--- src/design/crls_pkg.sv ---
// Shared types, constants and the permutation table of the Cramer's-rule solver.
// Used by crls_ctrl, crls_dp and cramer_rule_linear_solver; depends on nothing.
package crls_pkg;

   localparam int MAX_ORDER  = 4;
   localparam int IDXW       = 2;
   localparam int VALW       = 32;
   localparam int PRODW      = VALW * MAX_ORDER;
   localparam int ACCW       = PRODW + 4;
   localparam int MAGW       = ACCW;
   localparam int FRACW      = 16;
   localparam int DVDW       = MAGW + FRACW;
   localparam int SOLW       = 48;
   localparam int QW         = SOLW + 1;
   localparam int PERMS      = 24;
   localparam int PERMW      = 5;
   localparam int DIV_STEPS  = DVDW;
   localparam int DIVCW      = 8;
   localparam int ORDW       = 3;

   localparam logic [PERMW-1:0] PERM_LAST  = PERMW'(PERMS - 1);
   localparam logic [DIVCW-1:0] DIV_LAST   = DIVCW'(DIV_STEPS - 1);
   localparam logic [QW-1:0]    SOL_NEG_MAG = QW'(1) << (SOLW - 1);
   localparam logic [QW-1:0]    SOL_POS_MAX = SOL_NEG_MAG - QW'(1);

   localparam logic [1:0] ACT_LOAD_COEF = 2'd0;
   localparam logic [1:0] ACT_LOAD_RHS  = 2'd1;
   localparam logic [1:0] ACT_SOLVE     = 2'd2;

   // Permutations of four columns in lexicographic order, column of row i in bits 2i+1:2i.
   localparam logic [7:0] PERM_TABLE [PERMS] = '{
      8'd228, 8'd180, 8'd216, 8'd120, 8'd156, 8'd108,
      8'd225, 8'd177, 8'd201, 8'd57,  8'd141, 8'd45,
      8'd210, 8'd114, 8'd198, 8'd54,  8'd78,  8'd30,
      8'd147, 8'd99,  8'd135, 8'd39,  8'd75,  8'd27
   };

   typedef enum logic [3:0] {
      ST_IDLE, ST_DETINIT, ST_TERM, ST_FETCH, ST_MUL, ST_ACC, ST_DETDONE,
      ST_DIVINIT, ST_DIV, ST_SETOUT, ST_EMIT
   } state_type;

   typedef struct packed {
      logic             clear_acc;
      logic             fetch;
      logic             mul;
      logic             acc;
      logic             save_den;
      logic             div_init;
      logic             div_step;
      logic             set_out;
      logic             kactive;
      logic [IDXW-1:0]  row;
      logic [IDXW-1:0]  limb;
      logic [IDXW-1:0]  k;
      logic [PERMW-1:0] perm;
      logic             rd_kactive;
      logic [IDXW-1:0]  rd_row;
      logic [IDXW-1:0]  rd_k;
      logic [PERMW-1:0] rd_perm;
   } cmd_type;

   typedef struct packed {
      logic acc_zero;
      logic singular;
   } status_type;

   function automatic logic [IDXW-1:0] perm_col(logic [PERMW-1:0] idx, logic [IDXW-1:0] r);
      logic [7:0] ent;
      ent = PERM_TABLE[idx];
      return ent[{r, 1'b0} +: IDXW];
   endfunction

   function automatic logic perm_odd(logic [PERMW-1:0] idx);
      return idx[0] ^ idx[1];
   endfunction

   // A term belongs to an order-n expansion when rows n and up keep their own column.
   function automatic logic perm_fits(logic [PERMW-1:0] idx, logic [IDXW-1:0] nm1);
      logic ok;
      ok = 1'b1;
      for (int i = 0; i < MAX_ORDER; i++) begin
         if (IDXW'(i) > nm1 && perm_col(idx, IDXW'(i)) != IDXW'(i)) begin
            ok = 1'b0;
         end
      end
      return ok;
   endfunction

endpackage

--- src/design/crls_ctrl.sv ---
// Sequencer of the solver: walks determinant terms, limb products and the divider.
// Depends on crls_pkg; drives crls_dp through a command struct.
module crls_ctrl (
   input  logic                       clock,
   input  logic                       reset,
   input  logic                       req_accept,
   input  logic [1:0]                 req_action,
   input  logic [crls_pkg::IDXW-1:0]  nm1,
   input  crls_pkg::status_type       status,
   output crls_pkg::cmd_type          cmd,
   output logic                       req_ready,
   output logic                       rsp_valid,
   input  logic                       rsp_ready
);

   crls_pkg::state_type          state_ff, state_in;
   logic [crls_pkg::IDXW-1:0]    row_ff, row_in;
   logic [crls_pkg::IDXW-1:0]    limb_ff, limb_in;
   logic [crls_pkg::IDXW-1:0]    k_ff, k_in;
   logic [crls_pkg::PERMW-1:0]   perm_ff, perm_in;
   logic [crls_pkg::DIVCW-1:0]   div_ff, div_in;
   logic                         kact_ff, kact_in;

   always_ff @(posedge clock) begin
      if (reset) begin
         state_ff <= crls_pkg::ST_IDLE;
         row_ff   <= '0;
         limb_ff  <= '0;
         k_ff     <= '0;
         perm_ff  <= '0;
         div_ff   <= '0;
         kact_ff  <= 1'b0;
      end else begin
         state_ff <= state_in;
         row_ff   <= row_in;
         limb_ff  <= limb_in;
         k_ff     <= k_in;
         perm_ff  <= perm_in;
         div_ff   <= div_in;
         kact_ff  <= kact_in;
      end
   end

   always_comb begin
      state_in = state_ff;
      row_in   = row_ff;
      limb_in  = limb_ff;
      k_in     = k_ff;
      perm_in  = perm_ff;
      div_in   = div_ff;
      kact_in  = kact_ff;
      case (state_ff)
         crls_pkg::ST_IDLE: begin
            if (req_accept && req_action == crls_pkg::ACT_SOLVE) begin
               kact_in  = 1'b0;
               k_in     = '0;
               state_in = crls_pkg::ST_DETINIT;
            end
         end
         crls_pkg::ST_DETINIT: begin
            perm_in  = '0;
            state_in = crls_pkg::ST_TERM;
         end
         crls_pkg::ST_TERM: begin
            if (crls_pkg::perm_fits(perm_ff, nm1)) begin
               row_in   = '0;
               state_in = crls_pkg::ST_FETCH;
            end else if (perm_ff == crls_pkg::PERM_LAST) begin
               state_in = crls_pkg::ST_DETDONE;
            end else begin
               perm_in = perm_ff + 1'b1;
            end
         end
         crls_pkg::ST_FETCH: begin
            if (row_ff == '0) begin
               if (nm1 == '0) begin
                  state_in = crls_pkg::ST_ACC;
               end else begin
                  row_in = row_ff + 1'b1;
               end
            end else begin
               limb_in  = '0;
               state_in = crls_pkg::ST_MUL;
            end
         end
         crls_pkg::ST_MUL: begin
            limb_in = limb_ff + 1'b1;
            if (limb_ff == '1) begin
               if (row_ff == nm1) begin
                  state_in = crls_pkg::ST_ACC;
               end else begin
                  row_in   = row_ff + 1'b1;
                  state_in = crls_pkg::ST_FETCH;
               end
            end
         end
         crls_pkg::ST_ACC: begin
            if (perm_ff == crls_pkg::PERM_LAST) begin
               state_in = crls_pkg::ST_DETDONE;
            end else begin
               perm_in  = perm_ff + 1'b1;
               state_in = crls_pkg::ST_TERM;
            end
         end
         crls_pkg::ST_DETDONE: begin
            if (kact_ff) begin
               state_in = crls_pkg::ST_DIVINIT;
            end else if (status.acc_zero) begin
               state_in = crls_pkg::ST_SETOUT;
            end else begin
               kact_in  = 1'b1;
               state_in = crls_pkg::ST_DETINIT;
            end
         end
         crls_pkg::ST_DIVINIT: begin
            div_in   = '0;
            state_in = crls_pkg::ST_DIV;
         end
         crls_pkg::ST_DIV: begin
            div_in = div_ff + 1'b1;
            if (div_ff == crls_pkg::DIV_LAST) begin
               state_in = crls_pkg::ST_SETOUT;
            end
         end
         crls_pkg::ST_SETOUT: begin
            state_in = crls_pkg::ST_EMIT;
         end
         crls_pkg::ST_EMIT: begin
            if (rsp_ready) begin
               if (k_ff == nm1) begin
                  state_in = crls_pkg::ST_IDLE;
               end else begin
                  k_in     = k_ff + 1'b1;
                  state_in = status.singular ? crls_pkg::ST_SETOUT : crls_pkg::ST_DETINIT;
               end
            end
         end
         default: state_in = crls_pkg::ST_IDLE;
      endcase
   end

   // The store read address is taken from the next-state values so that the element is registered at fetch.
   always_comb begin
      cmd            = '0;
      cmd.row        = row_ff;
      cmd.limb       = limb_ff;
      cmd.k          = k_ff;
      cmd.perm       = perm_ff;
      cmd.kactive    = kact_ff;
      cmd.rd_row     = row_in;
      cmd.rd_k       = k_in;
      cmd.rd_perm    = perm_in;
      cmd.rd_kactive = kact_in;
      req_ready      = 1'b0;
      rsp_valid      = 1'b0;
      case (state_ff)
         crls_pkg::ST_IDLE:    req_ready     = 1'b1;
         crls_pkg::ST_DETINIT: cmd.clear_acc = 1'b1;
         crls_pkg::ST_FETCH:   cmd.fetch     = 1'b1;
         crls_pkg::ST_MUL:     cmd.mul       = 1'b1;
         crls_pkg::ST_ACC:     cmd.acc       = 1'b1;
         crls_pkg::ST_DETDONE: cmd.save_den  = !kact_ff;
         crls_pkg::ST_DIVINIT: cmd.div_init  = 1'b1;
         crls_pkg::ST_DIV:     cmd.div_step  = 1'b1;
         crls_pkg::ST_SETOUT:  cmd.set_out   = 1'b1;
         crls_pkg::ST_EMIT:    rsp_valid     = 1'b1;
         default:              req_ready     = 1'b0;
      endcase
   end

`ifndef SYNTHESIS
   a_ready_excl: assert property (@(posedge clock) disable iff (reset)
      !(req_ready && rsp_valid))
      else $error("input and result side open together");
   a_emit_hold: assert property (@(posedge clock) disable iff (reset)
      state_ff == crls_pkg::ST_EMIT && !rsp_ready |=> state_ff == crls_pkg::ST_EMIT)
      else $error("result word dropped while stalled");
   a_acc_rows: assert property (@(posedge clock) disable iff (reset)
      state_ff == crls_pkg::ST_ACC |-> row_ff == nm1)
      else $error("term accumulated before all rows were multiplied");
`endif

endmodule

--- config.mk ---
export PLATFORM = sky130hd
export DESIGN_NAME = crls_ctrl
export DESIGN_NICKNAME = d
export VERILOG_FILES = /design/src/design/crls_pkg.sv /design/src/design/crls_ctrl.sv
export SDC_FILE = /design/constraint.sdc
export NUM_CORES = 1
export LEC_CHECK = 0
export ABC_CLOCK_PERIOD_IN_PS = 4500
export BUFFER_PORTS_ARGS = -buffer_cell sky130_fd_sc_hd__buf_2
export CORE_UTILIZATION = 50
export CTS_BUF_LIST = sky130_fd_sc_hd__clkbuf_8
export DETAILED_ROUTE_END_ITERATION = 8
export PLACE_DENSITY = 0.81
export SYNTH_ARGS = -nofsm -noshare
export SYNTH_HDL_FRONTEND = slang
export SYNTH_SLANG_ARGS = --single-unit
--- constraint.sdc ---
create_clock -name clock -period 4.5 [get_ports clock]
set_input_delay 0.225 -clock clock [delete_from_list [all_inputs] [get_ports clock]]
set_output_delay 0.225 -clock clock [all_outputs]
set_load 0.1 [all_outputs]
==> flow_metrics.tcl <==
set metrics [dict create \
    outcome "complete, no violations" \
    coreArea_um2 4090 \
    dpl.hpwl_mm 3.98 \
    rrSetupSlack_ns 1.72 \
    layoutNonFillerInstCount 360 \
    die_h_um 67.8 \
    fmax_ghz 0.282 \
    pwr-share-comb_pct 56.8 \
    fill_cells 377 \
    r2r_cells 8 \
    path_clk_slew_ns 0.09 \
    switching_power_uw 556 \
    clockPowerShare_pct 14.4 \
    post-route-period-util_pct 78.9 \
    powerDensity_nw_per_um2 430 \
    final_hold_viol_count 0 \
    cts_tree "built" \
    seq_area_um2 480 \
    fin_setup_tns_ns 0 \
    start_kind "flip-flop" \
    syn_area_per_cell_um2 7.68 \
    async_reset_ff_share_pct 0 \
    dieWidth_um 67.8 \
    cts_resized 0 \
    synth.net_count 306 \
    grt_usage_pct 24.8 \
    worst_slew_pin_slew_ns 0.654 \
    final_common_cell "buf_2" \
    synth_area_um2 2160 \
    wl_met1_mm 2.45 \
    cts.sinks 24 \
    placed_cells 356 \
    min_to "div_ff[0]$_SDFFE_PP0P_" \
    slew_headroom_pct 56.3 \
    wl_met3_um 412 \
    nets 335 \
    syn_to_final_growth_pct 12.1 \
    synth-seq-cells 24 \
    grt_pass1_wl_mm 8.94 \
    hold_depth 2 \
    critPathMaxStageDelay_ns 0.65 \
    io_pins 42 \
    rsz0062_at_grt "no" \
    yosysWarningCount 0 \
    clock_latency_ns 0.27 \
    cts_setup_buffers 0 \
    cts_hold_buf 0 \
    totalWireLength_mm 5.33 \
    p_leak_nw 1.01 \
    drtAntennaViolNets 0 \
    finalCriticalPeriod_ns 3.55 \
    yosysUniqueCellTypes 64 \
    post-place-ws_ns 1.30 \
    setup_slack_ns 0.948 \
    portBuffers 41 \
    path_cells "inv_1 > ha_1 > or3_1 > a21oi_2 > o22ai_2 > nor3_2 > mux2_1 > o21ai_2 > buf_2" \
    grt_antenna_before_repair 0 \
    cts-buffers-inserted 3 \
    layout_common_cells "41 x buf_2, 27 x nor2_1, 25 x nand2_1" \
    power_mw 1.04 \
    required_ns 4.28 \
    drc 0 \
    reg2reg_to "perm_ff[2]$_SDFF_PP0_" \
    grt_pass1_vias 1990 \
    finalMaxSlewViolations 0 \
    die-area_um2 4600 \
    layout-drive-gt1-share_pct 22.9 \
    endpoint_kind "output pin" \
    swShare_pct 53.3 \
    cp_data_arrival_time_ns 3.33 \
    start_util_pct 53.0 \
    cp_max_fo 17 \
    vias_per_cell 5.98 \
    crit_path_top_delay_cell "dfxtp_1" \
    root_buffer "clkbuf_8" \
    criticalPathCategory "flip-flop to output pin" \
    vias 2154 \
    reg2reg_from "perm_ff[1]$_SDFF_PP0_" \
    rows 23 \
    ys_seq_area_share_pct 22.2 \
    peakVddDrop_v 0.000432 \
    p_int_uw 487 \
    detail_route.iter0.violations 155 \
    cap_violations 0 \
    fin_skew_ns 0.00496 \
    setup_viol 0 \
    multi_input_area_um2 1570 \
    p_seq_share_pct 28.8 \
    htreeDepth 1 \
    cts_max_path_buffers 2 \
    startpoint "perm_ff[2]$_SDFF_PP0_" \
    gp_congestion 0.952 \
    wl_per_cell_um 14.8 \
    firstDrtPassIters 4 \
    grt_max_degree 27 \
    hold_slack_ns 0.399 \
    maxUsedRoutingLayer "met4" \
    wl_met2_mm 2.42 \
    hp-class "primary input to flip-flop" \
    synth-edff-count 0 \
    hp-start "reset" \
    overflow 0 \
    synthFlopType "dfxtp_1" \
    synth_cells 282 \
    diodes 0 \
]
-- per-layer routing --
metal	vias up	global-route usage, %
met5	-	0
met1	962	35.4
met2	105	39.4
met4	0	4.17
met3	11	4.22
li1	1076	-
-- layout make-up --
| type | count | share of cell area, % |
|---|---|---|
| clock buffer | 4 | 2.27 |
| tap | 50 | 2.58 |
| multi-input combinational | 227 | 64.7 |
| inverter | 14 | 2.17 |
| timing repair buffer | 41 | 8.46 |
| sequential | 24 | 19.8 |
-- cell usage after synthesis (all sizes together), types with 2 or more instances --
cell / n / area share [%]
a2111oi: 3 / 2.9
a211oi: 7 / 2.4
a21boi: 2 / 0.69
a21oi: 25 / 6.0
a221oi: 4 / 1.9
a22oi: 2 / 0.69
a2bb2oi: 3 / 1.2
a31oi: 3 / 0.87
and3: 2 / 0.58
buf: 9 / 2.7
clkbuf: 8 / 1.4
dfxtp: 24 / 22
ha: 14 / 8.1
inv: 14 / 2.4
mux2: 5 / 2.6
nand2: 25 / 4.3
nand2b: 13 / 3.8
nand3: 10 / 2.3
nand3b: 4 / 1.4
nand4: 3 / 0.87
nor2: 27 / 4.7
nor2b: 8 / 2.3
nor3: 6 / 1.8
nor3b: 3 / 1.0
o21a: 2 / 0.69
o21ai: 14 / 3.4
o22ai: 6 / 2.0
o31ai: 2 / 1.3
o32ai: 3 / 1.2
or2: 6 / 1.7
or3: 2 / 0.58
or3b: 2 / 0.81
xnor2: 4 / 1.6
-- logic make-up after synthesis --
| logic type | Yosys count | synth area share [%] |
|---|---|---|
| xor gates and xnor gates | 4 | 1.62 |
| and+or+nand+nor | 116 | 28.0 |
| adders and majority gates | 14 | 8.09 |
| muxes | 6 | 3.06 |
| buffers and inverters | 31 | 6.53 |
| DFF | 24 | 22.2 |
| AOI/OAI and AO/OA | 87 | 30.5 |
-- power by group through the flow --
stage / logic, mW / clock network, mW / registers (mW)
CTS: 0.588 / 0.157 / 0.298
global placement: 0.581 / 0 / 0.299
floorplan: 0.537 / 0 / 0.258
finish: 0.592 / 0.150 / 0.301
global route: 0.640 / 0.162 / 0.308
detailed placement: 0.586 / 0 / 0.302
-- worst max-delay path: cells and delay by family, from the launching register on --
kind / cells / cell delay, ns
DFF: 1 / 0.65
buffers and inverters: 2 / 0.63
and+or+nand+nor: 2 / 0.62
AOI/OAI and AO/OA: 3 / 0.42
muxes: 1 / 0.40
adders and majority gates: 1 / 0.32
-- how the worst max path moves through the flow --
stage                                 to  cells past startpoint
finish                            cmd[3]                      9
global route                      cmd[4]                      9
CTS                               cmd[3]                      9
detailed placement                cmd[3]                      9
global placement                  cmd[3]                      9
floorplan           row_ff[1]$_SDFF_PP0_                      8
-- state kept, by name, indices dropped and copies added, names as in the netlist --
register / flops
div_ff: 8
k_ff: 2
kact_ff: 1
limb_ff: 2
perm_ff: 5
row_ff: 2
state_ff: 4
-- per-stage QoR --
step / area, µm² / util, %
6_report: 2430 / 59.4
5_1_grt: 2430 / 59.4
4_1_cts: 2430 / 59.4
3_5_place_dp: 2370 / 58.0
3_3_place_gp: 2370 / 58.0
2_1_floorplan: 2190 / -
(Power assumes the default switching activity.)
